<file path="src/sv/itt_pkg.sv">
`timescale 1ns / 1ps
// ----------------------------------------------------------------------------
// itt_pkg: shared definitions of the interval task timer table
// Sizes of the slot table, field widths, command codes and register map.
// ----------------------------------------------------------------------------
package itt_pkg;

	localparam int SLOTS    = 8;
	localparam int IDX_W    = (SLOTS > 1) ? $clog2(SLOTS) : 1;
	localparam int CNT_W    = $clog2(SLOTS + 1);
	localparam int TICK_W   = 32;
	localparam int PERIOD_W = 32;
	localparam int TPM_W    = 16;
	localparam int NEED_W   = PERIOD_W + TPM_W;
	localparam int TIDX_W   = 3;
	localparam int DATA_W   = 32;
	localparam int PADDR_W  = 3;

	localparam logic [PADDR_W-3:0] REG_TICKS_PER_MS = '0;
	localparam logic [TPM_W-1:0]   TPM_RESET        = 16'd1;

	localparam logic CMD_CREATE = 1'b0;
	localparam logic CMD_UPDATE = 1'b1;

	function automatic logic [TIDX_W-1:0] to_task_index(input logic [IDX_W-1:0] idx);
		logic [IDX_W+TIDX_W-1:0] wide;
		wide = {{TIDX_W{1'b0}}, idx};
		return wide[TIDX_W-1:0];
	endfunction

endpackage

</file>
<file path="src/sv/itt_if.sv">
`timescale 1ns / 1ps
// ----------------------------------------------------------------------------
// itt_item_if / itt_result_if: valid-ready channels of the timer table
// One beat moves when valid and ready are both high at a rising edge.
// ----------------------------------------------------------------------------
interface itt_item_if import itt_pkg::*; ();
	logic                valid;
	logic                ready;
	logic                cmd;
	logic [TICK_W-1:0]   now_ticks;
	logic [PERIOD_W-1:0] period_ms;
	logic                periodic;

	modport source (output valid, cmd, now_ticks, period_ms, periodic, input ready);
	modport sink   (input valid, cmd, now_ticks, period_ms, periodic, output ready);
endinterface

interface itt_result_if import itt_pkg::*; ();
	logic              valid;
	logic              ready;
	logic [TIDX_W-1:0] task_index;
	logic              accepted;
	logic              fired;
	logic              last;

	modport source (output valid, task_index, accepted, fired, last, input ready);
	modport sink   (input valid, task_index, accepted, fired, last, output ready);
endinterface

</file>
<file path="src/sv/itt_ram.sv">
`timescale 1ns / 1ps
// ----------------------------------------------------------------------------
// itt_ram: simple dual-port RAM
// One write port and one read port with registered read data.
// ----------------------------------------------------------------------------
module itt_ram #(
	parameter int WIDTH = 32,
	parameter int DEPTH = 8
) (
	input  logic                                    clk,
	input  logic                                    we,
	input  logic [((DEPTH > 1) ? $clog2(DEPTH) : 1)-1:0] waddr,
	input  logic [WIDTH-1:0]                        wdata,
	input  logic [((DEPTH > 1) ? $clog2(DEPTH) : 1)-1:0] raddr,
	output logic [WIDTH-1:0]                        rdata
);

	logic [WIDTH-1:0] mem [DEPTH];

	always_ff @(posedge clk) begin
		if (we) begin
			mem[waddr] <= wdata;
		end
		rdata <= mem[raddr];
	end

endmodule

</file>
<file path="src/sv/interval_task_timer_table.sv">
`timescale 1ns / 1ps
// ----------------------------------------------------------------------------
// interval_task_timer_table: table of interval timers with a shared compare
// Create beats claim the next free slot, or are refused when all are taken;
// update beats scan the slots and report every slot that has reached its period.
// ----------------------------------------------------------------------------
// Create: the item goes to the response state, which registers the result beat
// once the output is free; the next item is taken only after that.
// Update: the slot scan reads each slot in turn through one read port and one
// shared 32x16 multiplier; results then follow at one slot per cycle while the
// output is not stalled, up to the highest fired slot, or one beat if none fired.
// Reset clears the active bits, the slot count and sets ticks_per_ms to 1.
// No clearing pass is needed; slot storage is only read after it is written.
// ----------------------------------------------------------------------------
module interval_task_timer_table import itt_pkg::*; (
	input  logic               clk,
	input  logic               arst_n,
	itt_item_if.sink           item,
	itt_result_if.source       result,
	input  logic               psel,
	input  logic               penable,
	input  logic               pwrite,
	input  logic [PADDR_W-1:0] paddr,
	input  logic [DATA_W-1:0]  pwdata,
	output logic [DATA_W-1:0]  prdata,
	output logic               pready
);

	typedef enum logic [1:0] {
		ST_IDLE,
		ST_SCAN,
		ST_EMIT,
		ST_RESP
	} state_t;

	state_t              state_q;
	logic [TPM_W-1:0]    tpm_q;
	logic [CNT_W-1:0]    count_q;
	logic [TICK_W-1:0]   now_q;
	logic [SLOTS-1:0]    active_q;
	logic [SLOTS-1:0]    fire_q;
	logic [CNT_W-1:0]    fire_cnt_q;
	logic [CNT_W-1:0]    rd_cnt_q;
	logic [CNT_W-1:0]    em_cnt_q;
	logic [IDX_W-1:0]    resp_idx_q;
	logic                resp_acc_q;

	logic                v_s1;
	logic [IDX_W-1:0]    idx_s1;
	logic                v_s2;
	logic [IDX_W-1:0]    idx_s2;
	logic [NEED_W-1:0]   need_s2;
	logic [TICK_W-1:0]   elapsed_s2;
	logic                periodic_s2;

	logic                out_valid_q;
	logic [TIDX_W-1:0]   out_index_q;
	logic                out_acc_q;
	logic                out_fired_q;
	logic                out_last_q;

	logic                accept;
	logic                is_create;
	logic                create_ok;
	logic [IDX_W-1:0]    slot_new;
	logic                rd_go;
	logic [IDX_W-1:0]    raddr;
	logic [TICK_W-1:0]   rd_start;
	logic [PERIOD_W:0]   rd_param;
	logic [NEED_W-1:0]   product;
	logic                hit;
	logic                scan_done;
	logic                out_free;
	logic [IDX_W-1:0]    em_idx;
	logic                em_bit;
	logic                start_we;
	logic [IDX_W-1:0]    start_waddr;
	logic [TICK_W-1:0]   start_wdata;
	logic                param_we;
	logic                cfg_wr;

	assign pready = 1'b1;
	assign cfg_wr = psel && penable && pwrite && paddr[PADDR_W-1:2] == REG_TICKS_PER_MS;
	assign prdata = (paddr[PADDR_W-1:2] == REG_TICKS_PER_MS) ?
		{{(DATA_W-TPM_W){1'b0}}, tpm_q} : '0;

	assign item.ready = state_q == ST_IDLE;
	assign accept     = item.valid && item.ready;
	assign is_create  = item.cmd == CMD_CREATE;
	assign create_ok  = count_q < CNT_W'(SLOTS);
	assign slot_new   = count_q[IDX_W-1:0];

	assign rd_go   = state_q == ST_SCAN && rd_cnt_q < count_q;
	assign raddr   = rd_cnt_q[IDX_W-1:0];
	assign product = rd_param[PERIOD_W-1:0] * tpm_q;
	assign hit     = v_s2 && active_q[idx_s2] &&
		{{TPM_W{1'b0}}, elapsed_s2} >= need_s2;
	assign scan_done = state_q == ST_SCAN && !rd_go && !v_s1 && !v_s2;

	assign out_free = !out_valid_q || result.ready;
	assign em_idx   = em_cnt_q[IDX_W-1:0];
	assign em_bit   = fire_q[em_idx];

	assign param_we = accept && is_create && create_ok;

	always_comb begin
		if (hit && periodic_s2) begin
			start_we    = 1'b1;
			start_waddr = idx_s2;
			start_wdata = now_q;
		end else begin
			start_we    = param_we;
			start_waddr = slot_new;
			start_wdata = item.now_ticks;
		end
	end

	itt_ram #(
		.WIDTH(TICK_W),
		.DEPTH(SLOTS)
	) u_start_ram (
		.clk  (clk),
		.we   (start_we),
		.waddr(start_waddr),
		.wdata(start_wdata),
		.raddr(raddr),
		.rdata(rd_start)
	);

	itt_ram #(
		.WIDTH(PERIOD_W + 1),
		.DEPTH(SLOTS)
	) u_param_ram (
		.clk  (clk),
		.we   (param_we),
		.waddr(slot_new),
		.wdata({item.periodic, item.period_ms}),
		.raddr(raddr),
		.rdata(rd_param)
	);

	always_ff @(posedge clk or negedge arst_n) begin
		if (!arst_n) begin
			state_q     <= ST_IDLE;
			tpm_q       <= TPM_RESET;
			count_q     <= '0;
			now_q       <= '0;
			active_q    <= '0;
			fire_q      <= '0;
			fire_cnt_q  <= '0;
			rd_cnt_q    <= '0;
			em_cnt_q    <= '0;
			resp_idx_q  <= '0;
			resp_acc_q  <= 1'b0;
			v_s1        <= 1'b0;
			idx_s1      <= '0;
			v_s2        <= 1'b0;
			idx_s2      <= '0;
			need_s2     <= '0;
			elapsed_s2  <= '0;
			periodic_s2 <= 1'b0;
			out_valid_q <= 1'b0;
			out_index_q <= '0;
			out_acc_q   <= 1'b0;
			out_fired_q <= 1'b0;
			out_last_q  <= 1'b0;
		end else begin
			if (cfg_wr) begin
				tpm_q <= pwdata[TPM_W-1:0];
			end
			if (out_valid_q && result.ready) begin
				out_valid_q <= 1'b0;
			end

			v_s1        <= rd_go;
			idx_s1      <= raddr;
			v_s2        <= v_s1;
			idx_s2      <= idx_s1;
			need_s2     <= product;
			elapsed_s2  <= now_q - rd_start;
			periodic_s2 <= rd_param[PERIOD_W];

			if (hit) begin
				fire_q[idx_s2] <= 1'b1;
				fire_cnt_q     <= fire_cnt_q + 1'b1;
				if (!periodic_s2) begin
					active_q[idx_s2] <= 1'b0;
				end
			end

			case (state_q)
				ST_IDLE: begin
					if (accept) begin
						now_q <= item.now_ticks;
						if (is_create) begin
							if (create_ok) begin
								active_q[slot_new] <= 1'b1;
								count_q            <= count_q + 1'b1;
								resp_idx_q         <= slot_new;
								resp_acc_q         <= 1'b1;
							end else begin
								resp_idx_q <= '0;
								resp_acc_q <= 1'b0;
							end
							state_q <= ST_RESP;
						end else begin
							rd_cnt_q   <= '0;
							fire_q     <= '0;
							fire_cnt_q <= '0;
							state_q    <= ST_SCAN;
						end
					end
				end
				ST_SCAN: begin
					if (rd_go) begin
						rd_cnt_q <= rd_cnt_q + 1'b1;
					end
					if (scan_done) begin
						if (fire_cnt_q == '0) begin
							resp_idx_q <= '0;
							resp_acc_q <= 1'b0;
							state_q    <= ST_RESP;
						end else begin
							em_cnt_q <= '0;
							state_q  <= ST_EMIT;
						end
					end
				end
				ST_EMIT: begin
					if (!em_bit) begin
						em_cnt_q <= em_cnt_q + 1'b1;
					end else if (out_free) begin
						out_valid_q <= 1'b1;
						out_index_q <= to_task_index(em_idx);
						out_acc_q   <= 1'b0;
						out_fired_q <= 1'b1;
						out_last_q  <= fire_cnt_q == CNT_W'(1);
						fire_cnt_q  <= fire_cnt_q - 1'b1;
						em_cnt_q    <= em_cnt_q + 1'b1;
						if (fire_cnt_q == CNT_W'(1)) begin
							state_q <= ST_IDLE;
						end
					end
				end
				ST_RESP: begin
					if (out_free) begin
						out_valid_q <= 1'b1;
						out_index_q <= to_task_index(resp_idx_q);
						out_acc_q   <= resp_acc_q;
						out_fired_q <= 1'b0;
						out_last_q  <= 1'b1;
						state_q     <= ST_IDLE;
					end
				end
				default: begin
					state_q <= ST_IDLE;
				end
			endcase
		end
	end

	assign result.valid      = out_valid_q;
	assign result.task_index = out_index_q;
	assign result.accepted   = out_acc_q;
	assign result.fired      = out_fired_q;
	assign result.last       = out_last_q;

endmodule

</file>
<file path="src/flat_wrapper.sv">
// flat-port wrapper written by rule: the top's interface ports become plain ports
module interval_task_timer_table_flat import itt_pkg::*;
  (clk, arst_n, psel, penable, pwrite, paddr, pwdata, prdata, pready, item_valid, item_cmd, item_now_ticks, item_period_ms, item_periodic, item_ready, result_valid, result_task_index, result_accepted, result_fired, result_last, result_ready);
  itt_item_if item_i ();
  itt_result_if result_i ();
  input  logic clk;
  input  logic arst_n;
  input  logic psel;
  input  logic penable;
  input  logic pwrite;
  input  logic [PADDR_W-1:0] paddr;
  input  logic [DATA_W-1:0] pwdata;
  output logic [DATA_W-1:0] prdata;
  output logic pready;
  input wire logic [$bits(item_i.valid)-1:0] item_valid;
  input wire logic [$bits(item_i.cmd)-1:0] item_cmd;
  input wire logic [$bits(item_i.now_ticks)-1:0] item_now_ticks;
  input wire logic [$bits(item_i.period_ms)-1:0] item_period_ms;
  input wire logic [$bits(item_i.periodic)-1:0] item_periodic;
  output wire logic [$bits(item_i.ready)-1:0] item_ready;
  output wire logic [$bits(result_i.valid)-1:0] result_valid;
  output wire logic [$bits(result_i.task_index)-1:0] result_task_index;
  output wire logic [$bits(result_i.accepted)-1:0] result_accepted;
  output wire logic [$bits(result_i.fired)-1:0] result_fired;
  output wire logic [$bits(result_i.last)-1:0] result_last;
  input wire logic [$bits(result_i.ready)-1:0] result_ready;
  assign item_i.valid = item_valid;
  assign item_i.cmd = item_cmd;
  assign item_i.now_ticks = item_now_ticks;
  assign item_i.period_ms = item_period_ms;
  assign item_i.periodic = item_periodic;
  assign item_ready = item_i.ready;
  assign result_valid = result_i.valid;
  assign result_task_index = result_i.task_index;
  assign result_accepted = result_i.accepted;
  assign result_fired = result_i.fired;
  assign result_last = result_i.last;
  assign result_i.ready = result_ready;
  interval_task_timer_table u_core (.clk(clk), .arst_n(arst_n), .item(item_i), .result(result_i), .psel(psel), .penable(penable), .pwrite(pwrite), .paddr(paddr), .pwdata(pwdata), .prdata(prdata), .pready(pready));
endmodule
</file>
<file path="config.mk">
export PLATFORM = sky130hd
export DESIGN_NAME = interval_task_timer_table_flat
export DESIGN_NICKNAME = d
export VERILOG_FILES = /design/src/sv/itt_pkg.sv /design/src/sv/itt_if.sv /design/src/sv/itt_ram.sv /design/src/sv/interval_task_timer_table.sv /design/src/flat_wrapper.sv
export SDC_FILE = /design/constraint.sdc
export NUM_CORES = 2
export LEC_CHECK = 0
export ABC_AREA = 1
export BUFFER_PORTS_ARGS = -buffer_cell sky130_fd_sc_hd__clkbuf_2
export CAP_MARGIN = 10
export CORE_MARGIN = 10
export CORE_UTILIZATION = 55
export CTS_CLUSTER_DIAMETER = 40
export DETAILED_ROUTE_END_ITERATION = 16
export PLACE_DENSITY_LB_ADDON = 0.2
export SLEW_MARGIN = 20
export SYNTH_ARGS = -nofsm -noshare
export SYNTH_HDL_FRONTEND = slang
export SYNTH_SLANG_ARGS = --single-unit
</file>
<file path="constraint.sdc">
create_clock -name clk -period 8.23 [get_ports clk]
set_input_delay 0.4115 -clock clk [delete_from_list [all_inputs] [get_ports clk]]
set_output_delay 0.4115 -clock clk [all_outputs]
set_load 0.01 [all_outputs]
</file>
After elaboration in Yosys (flattened, before gate mapping). Memories as Yosys holds them, arrays and structs flattened. A register that Yosys moved wholly into a read port is not among the register bits. Index checks and enable logic that the tools add are counted.

Register bits: 182. Bits in writable memories: 520. Bits of input ports: 108. Output and inout bits: 41. Logic and storage cells: 175. Memories: 2.

Memory list: u_core.u_param_ram.mem (words 8, width 33, rd ports 1, clocked after Yosys merged registers in 1, wr ports 1, RTL line itt_ram.sv:18) `logic [WIDTH-1:0] mem [DEPTH];`; u_core.u_start_ram.mem (words 8, width 32, rd ports 1, clocked after Yosys merged registers in 1, wr ports 1, RTL line itt_ram.sv:18).

$add $sub $neg: 6. Multiply operators: 1. Order comparisons: 8. Equality and inequality tests: 16. Muxes and demuxes: 80. Bitwise logic cells: 6. Reduce and logical (&&, ||, !) cells: 33.

Operators by type and width (number): 8-bit 2-to-1 mux (10); 32-bit by 48-bit >= comparator with 1-bit output (1); 32-bit by 16-bit multiplier with 48-bit output (1); 4-bit 2-to-1 mux (12); 32-bit 2-to-1 mux (1); 32-bit subtractor (1); 3-bit 2-to-1 mux (9); 1-bit 2-to-1 mux (25); 4-bit case mux with 2 select lines (3); 4-bit by 1-bit adder with 4-bit output (second input constant) (4); 1-bit logical AND (16); 16-bit 2-to-1 mux (1); 8-bit bitwise OR (2); 4-bit AND reduction (4); 2-bit 2-to-1 mux (7); 3-bit by 4-bit less-than comparator with 1-bit output (second input constant) (3); 2-bit by 1-bit inequality test with 1-bit output (second input constant) (6); 3-bit case mux with 2 select lines (2); 2-bit inequality test (second input constant) (5); 1-bit case mux with 2 select lines (5); 8-bit bitwise AND (1); 8-bit inverter (1); 2-bit case mux with 4 select lines (1); 1-bit binary-select mux with 3-bit select (2); other kinds (18) (27).

Longest topological paths before layout.
Depth in word-level cells: 13. Depth in mapped cells: 29. Gate-level depth less buffers: 27.

Cells and area by module. Synthesis repeated with hierarchy kept, for this count alone.

Cell total of the unflattened synthesis: 5903. Area, all modules: 51359.3 um^2.

Modules (own cells, without submodules): interval_task_timer_table (times used 1, cells an instance 3555, area an instance 27259.9 um^2, sequential area each 4530.6 um^2); itt_ram at u_core.u_param_ram (times used 1, cells an instance 1192, area an instance 12226.7 um^2, sequential area each 8588.2 um^2); itt_ram at u_core.u_start_ram (times used 1, cells an instance 1156, area an instance 11872.6 um^2, sequential area each 8328.0 um^2).

Worst setup path before layout. Ideal clock, no wire load.

Kind: register -> register. From: register u_core.u_param_ram.rdata[7], read port of u_core.u_param_ram.mem. To: register u_core.need_s2[34]. Library setup time: 0.117 ns. Data arrival time: 5.368 ns. Path slack: 2.746 ns. Cell stages (with the launch flop): 26. Buffers on the path: 2. Clock period less this slack: 5.484 ns. Cell sequence: dfxtp_1 clkbuf_1 clkbuf_1 nand2_1 fa_1 inv_1 fa_1 inv_1 fa_1 inv_1 fa_1 fa_1 inv_1 fa_1 inv_1 ha_1 nand2_1 nor2_1 inv_1 o21ai_0 inv_1 o21ai_0 a21o_1 nand2_1 nand3_1 nand2_1.

Cells in the longest elaborated chain, start to end: 1.

Ends and longest elaborated chain: start, declared (RTL line itt_ram.sv:15) `output logic [WIDTH-1:0] rdata`; 32-bit by 16-bit multiplier with 48-bit output (RTL line interval_task_timer_table.sv:95) `assign product = rd_param[PERIOD_W-1:0] * tpm_q;`; net u_core.product[34] (RTL line interval_task_timer_table.sv:70) `logic [NEED_W-1:0] product;`; end signal, assigned (RTL line interval_task_timer_table.sv:179) `need_s2 <= product;`; end, declared (RTL line interval_task_timer_table.sv:52) `logic [NEED_W-1:0] need_s2;`.

The timed path passes the listed nets, and every way through them passes these cells. A chain may end at the register's enable or synchronous reset.

Worst setup path in the final report.
From: register u_core.tpm_q[1]. To: register u_core.need_s2[34].

Cells in the longest elaborated chain, start to end: 1.

Ends and longest elaborated chain: start, declared (RTL line interval_task_timer_table.sv:37) `logic [TPM_W-1:0] tpm_q;`; start signal, assigned (RTL line interval_task_timer_table.sv:169) `tpm_q <= pwdata[TPM_W-1:0];`; 32-bit by 16-bit multiplier with 48-bit output (RTL line interval_task_timer_table.sv:95); net u_core.product[34] (RTL line interval_task_timer_table.sv:70).

The timed path passes the listed nets, and every way through them passes these cells.

==> summary by stage <==
Synthesis
Sorting the synthesized cells by area gives the leading types as sky130_fd_sc_hd__edfxtp_1 32%, sky130_fd_sc_hd__fa_1 17%, sky130_fd_sc_hd__dfrtp_1 9.3%. In the synthesized netlist, mux cells make up 0% of the area. The mean post-synth cell area is 9.46 µm².

The most used flip-flop cell after synthesis is sky130_fd_sc_hd__edfxtp_1. The most instantiated library cell after synthesis is sky130_fd_sc_hd__inv_1. The main combinational cell family by area after synthesis is adder cells. The count of flip-flops with a built-in enable after synthesis is 520. The cell taking the most area after synthesis is sky130_fd_sc_hd__edfxtp_1.

The netlist area before placement is 0.0483 mm². The netlist uses 54 different library cells. The synthesized-area fraction occupied by xor and xnor cells is 1.32%.

Synthesis produced a netlist whose cell count is 5106. The complex-gate fraction of the synthesized area is under 10%. After Yosys synthesis, full adders, half adders and majority gates account for 22.3% of the synthesized area. Summing the areas of all and, or, nand and nor instances in the mapped netlist gives 13.9% of the synthesized area. The sequential area share after synthesis is 44.4%. Counting instances in the post-synthesis netlist gives the leading cell types as 930 x sky130_fd_sc_hd__inv_1, 862 x sky130_fd_sc_hd__nand2_1, 694 x sky130_fd_sc_hd__nor2_1.

The share of synthesized flip-flops with an asynchronous set or reset is 23.6%. After synthesis the netlist holds a flip-flop and latch count of 766. The number of synthesis warnings is 0. After synthesis, the largest area contributor takes up between 30 and 40% of total cell area.

Layout
Counting the fill cells in the layout gives 7102. The layout net count is 5880. The core utilization of the finished layout is about three fifths. 0 antenna diodes ended up in the layout. The fraction of layout cells with a size suffix above 1 is 7.38%. Compared with the post-synthesis result, the final layout area differs by 11.4%. The register cell area after layout is 0.0215 mm². Summing all multi-input logic gate instances after layout gives 0.0224 mm².

Clock network
The number of buffers added by the clock tree synthesis step is 98. The buffer levels on the longest clock path is 3. The TritonCTS clock tree is yes.

In this run the clock root is driven by a sky130_fd_sc_hd__clkbuf_16. Clock latency on the worst-skew pair, taken at its later pin, is 680 ps. The clock-pin slew on the worst setup and hold paths is 60 ps.

In this run the number of H-tree levels came out at 3. The tree built by TritonCTS fans out to 766 sinks. Post-CTS timing repair inserted 0 buffers for setup.

STA
Setup repair after global routing left no endpoint under its margin. For this run, the top clock speed supported by timing is 152 MHz. At the pin with the least slew margin, the transition time is 1100 ps. The number of pins with negative max-slew slack in the final report was 0.

The remaining max-slew budget at the tightest pin is 26.8%. The final critical delay including setup and external delays is 6580 ps. The summed negative setup slack over all endpoints is 0 ps. Across the routed clock network, the largest skew measured is 49.4 ps. The number of setup violations in the final report is 0. The final-report hold violation count was 0.

The worst hold slack after final layout is 26.4 ps. The fraction of the cycle the final worst path needs is approximately 80%.

Floorplan
Once the floorplan was initialized, standard cells occupied 55.6% of the core. The number of placed I/O pins is between 100 and 150. The standard cell core area is 0.0869 mm².

The die covers 0.100 mm². The height of the chip is 316 µm. The floorplan has 108 rows. The floorplan step set the die width to 316 µm.

Setup path
The worst setup path is launched from a flop. The classification of the worst setup path is reg2reg. The minimum setup slack among reg-to-reg paths is 1650 ps. Counting cells, the worst reg-to-reg path comes to 22. For the worst setup path, the data required time is 8780 ps. Along the worst path, the maximum fanout reaches 24. The data arrival time of the critical path is between 7000 and 8000 ps. The startpoint of the worst register-to-register path is u_core.tpm_q[1]$_DFFE_PN0P_. The endpoint identified for the worst register-to-register timing path is u_core.need_s2[34]$_DFF_PN0_. The worst setup path is captured at a flop.

Worst hold path
The worst hold path terminates at u_core.u_param_ram.mem[1][16]$_DFFE_PP_. The worst hold path begins at item_period_ms[16]. The hold-critical path depth is 1. The worst min-delay path category is in2reg.

Drt
The number of detailed-routing iterations run before antenna repair is 6. Dividing the detail-routed wire length by the instance count gives 18.2 µm. After detailed routing, the number of remaining DRC violations is 0. The detailed route wirelength on metal3 is approximately 8.2 mm. The total wire length after detailed routing is 117 mm. The met1 routed wirelength after detailed routing is 51.0 mm.

The amount of wire on met2 after detailed routing is 54.7 mm. The remaining antenna violation count is 0. The detailed router placed 34297 vias in this run. The first routing iteration left 2794 violations. The highest metal layer used by the detailed router is met5.

The detailed-route vias per instance is 5.36.

GRT
The total track usage is 23.6%. The final global-route overflow total is 0. Entering global routing, the biggest net connects 194 pins. The number of global-route vias before repair is 34681. The number of antenna violations at the first check in global routing is 1. The first global-routing pass estimated between 150 and 200 mm of wire.

Outcome
The run finished with clean final reports.

Place
Routability-driven placement finished with a final weighted congestion of 0.950. The count of input and output buffers is 113. The half-perimeter wire length after detailed placement is 80.3 mm.

Flow run
The max-cap violation count is 0.
metal layers:
layer  track usage, %  up-vias
met1             33.0    16858
met3             4.03      184
met2             37.8     1056
li1                 -    16197
met5                0        -
met4             6.93        2
timing repair:
| item | CTS | global route |
|---|---|---|
| gates resized for setup | 0 | 0 |
| hold buffers | 44 | 0 |
| hold endpoints to repair | 195 | 0 |
through the flow:
stage	cells	setup slack, ps	area, µm²
2_1_floorplan	5121	2750	48400
3_3_place_gp	6171	1730	49800
3_5_place_dp	6171	1680	49800
4_1_cts	6399	1580	53800
5_1_grt	6400	1230	53800
6_report	6400	1650	53800
cells in the final DEF (no fill, tap or decap), drive strengths merged, types with 3 or more instances in the layout:
master       netlist  layout
a21boi             6       6
a21o              14      14
a21oi            168     168
a31oi             83      83
buf               32      50
bufinv             0      15
clkbuf           235     228
clkinv             2      22
clkinvlp           0      11
conb               2      17
dfrtp            180     180
dfxtp             65      65
dlygate4sd3        0      44
edfxtp           520     520
fa               419     419
ha               192     192
inv              934     957
nand2            863     863
nand3             73      73
nand4             23      23
nor2             696     696
nor3              25      25
nor4              10      10
o211ai             3       3
o21a               6       6
o21ai            372     372
o21ba              3       3
o21bai            15      15
o221ai             3       3
o22ai             68      68
or2                7       7
xnor2             26      26
xor2              47      47
sequential cells by signal (all words and copies together), names as in the netlist, 4 cells and up:
signal,cells
u_core.active_q,8
u_core.count_q,4
u_core.elapsed_s2,32
u_core.fire_cnt_q,4
u_core.fire_q,8
u_core.need_s2,48
u_core.now_q,32
u_core.rd_cnt_q,4
u_core.tpm_q,16
u_core.u_param_ram.mem,264
u_core.u_param_ram.rdata,33
u_core.u_start_ram.mem,256
u_core.u_start_ram.rdata,32
worst max-delay path: stages, from the launching register on:
cell	delay, ps
sky130_fd_sc_hd__dfrtp_1	1070
sky130_fd_sc_hd__buf_4	350
sky130_fd_sc_hd__nand2_1	100
sky130_fd_sc_hd__fa_1	550
sky130_fd_sc_hd__fa_1	480
sky130_fd_sc_hd__fa_1	460
sky130_fd_sc_hd__fa_1	490
sky130_fd_sc_hd__inv_1	50
sky130_fd_sc_hd__fa_1	520
sky130_fd_sc_hd__inv_1	40
sky130_fd_sc_hd__fa_1	490
sky130_fd_sc_hd__inv_1	50
sky130_fd_sc_hd__ha_1	310
sky130_fd_sc_hd__nand2_1	130
sky130_fd_sc_hd__a21oi_1	150
sky130_fd_sc_hd__nor2_1	90
sky130_fd_sc_hd__o21ai_0	220
sky130_fd_sc_hd__inv_1	60
sky130_fd_sc_hd__o21ai_0	420
sky130_fd_sc_hd__a21o_1	200
sky130_fd_sc_hd__nand2_1	80
sky130_fd_sc_hd__nand3_1	70
sky130_fd_sc_hd__nand2_1	80
final cells by class:
cell class / instances / area share, %
multi-input cells: 3152 / 41.6
flip-flops and latches: 766 / 39.9
inverters: 936 / 6.55
clock buffers: 115 / 4.86
well taps: 1155 / 2.69
repair buffers: 207 / 2.62
clock inverters: 69 / 1.78
cell families after synthesis:
kind of cell	count (synthesis)
and+or+nand+nor	1703
buffers and inverters	1203
DFF	766
AOI/OAI and AO/OA	748
adders and majority gates	611
xor gates and xnor gates	73
other	2
worst max path at each step:
| stage | slack (ps) | depth (start not counted) | startpoint | to |
|---|---|---|---|---|
| 2_1_floorplan | 2750 | 25 | u_core.u_param_ram.rdata[7]$_DFF_P_ | u_core.need_s2[34]$_DFF_PN0_ |
| 3_3_place_gp | 1730 | 21 | u_core.tpm_q[3]$_DFFE_PN0P_ | u_core.need_s2[41]$_DFF_PN0_ |
| 4_1_cts | 1580 | 21 | u_core.tpm_q[3]$_DFFE_PN0P_ | u_core.need_s2[41]$_DFF_PN0_ |
| 3_5_place_dp | 1680 | 21 | u_core.tpm_q[3]$_DFFE_PN0P_ | u_core.need_s2[41]$_DFF_PN0_ |
| 6_report | 1650 | 22 | u_core.tpm_q[1]$_DFFE_PN0P_ | u_core.need_s2[34]$_DFF_PN0_ |
| 5_1_grt | 1230 | 21 | u_core.tpm_q[1]$_DFFE_PN0P_ | u_core.need_s2[34]$_DFF_PN0_ |
Power is left out: the tool's default activity adds up to more than one toggle a clock period on the data nets, which glitch-free logic cannot reach.
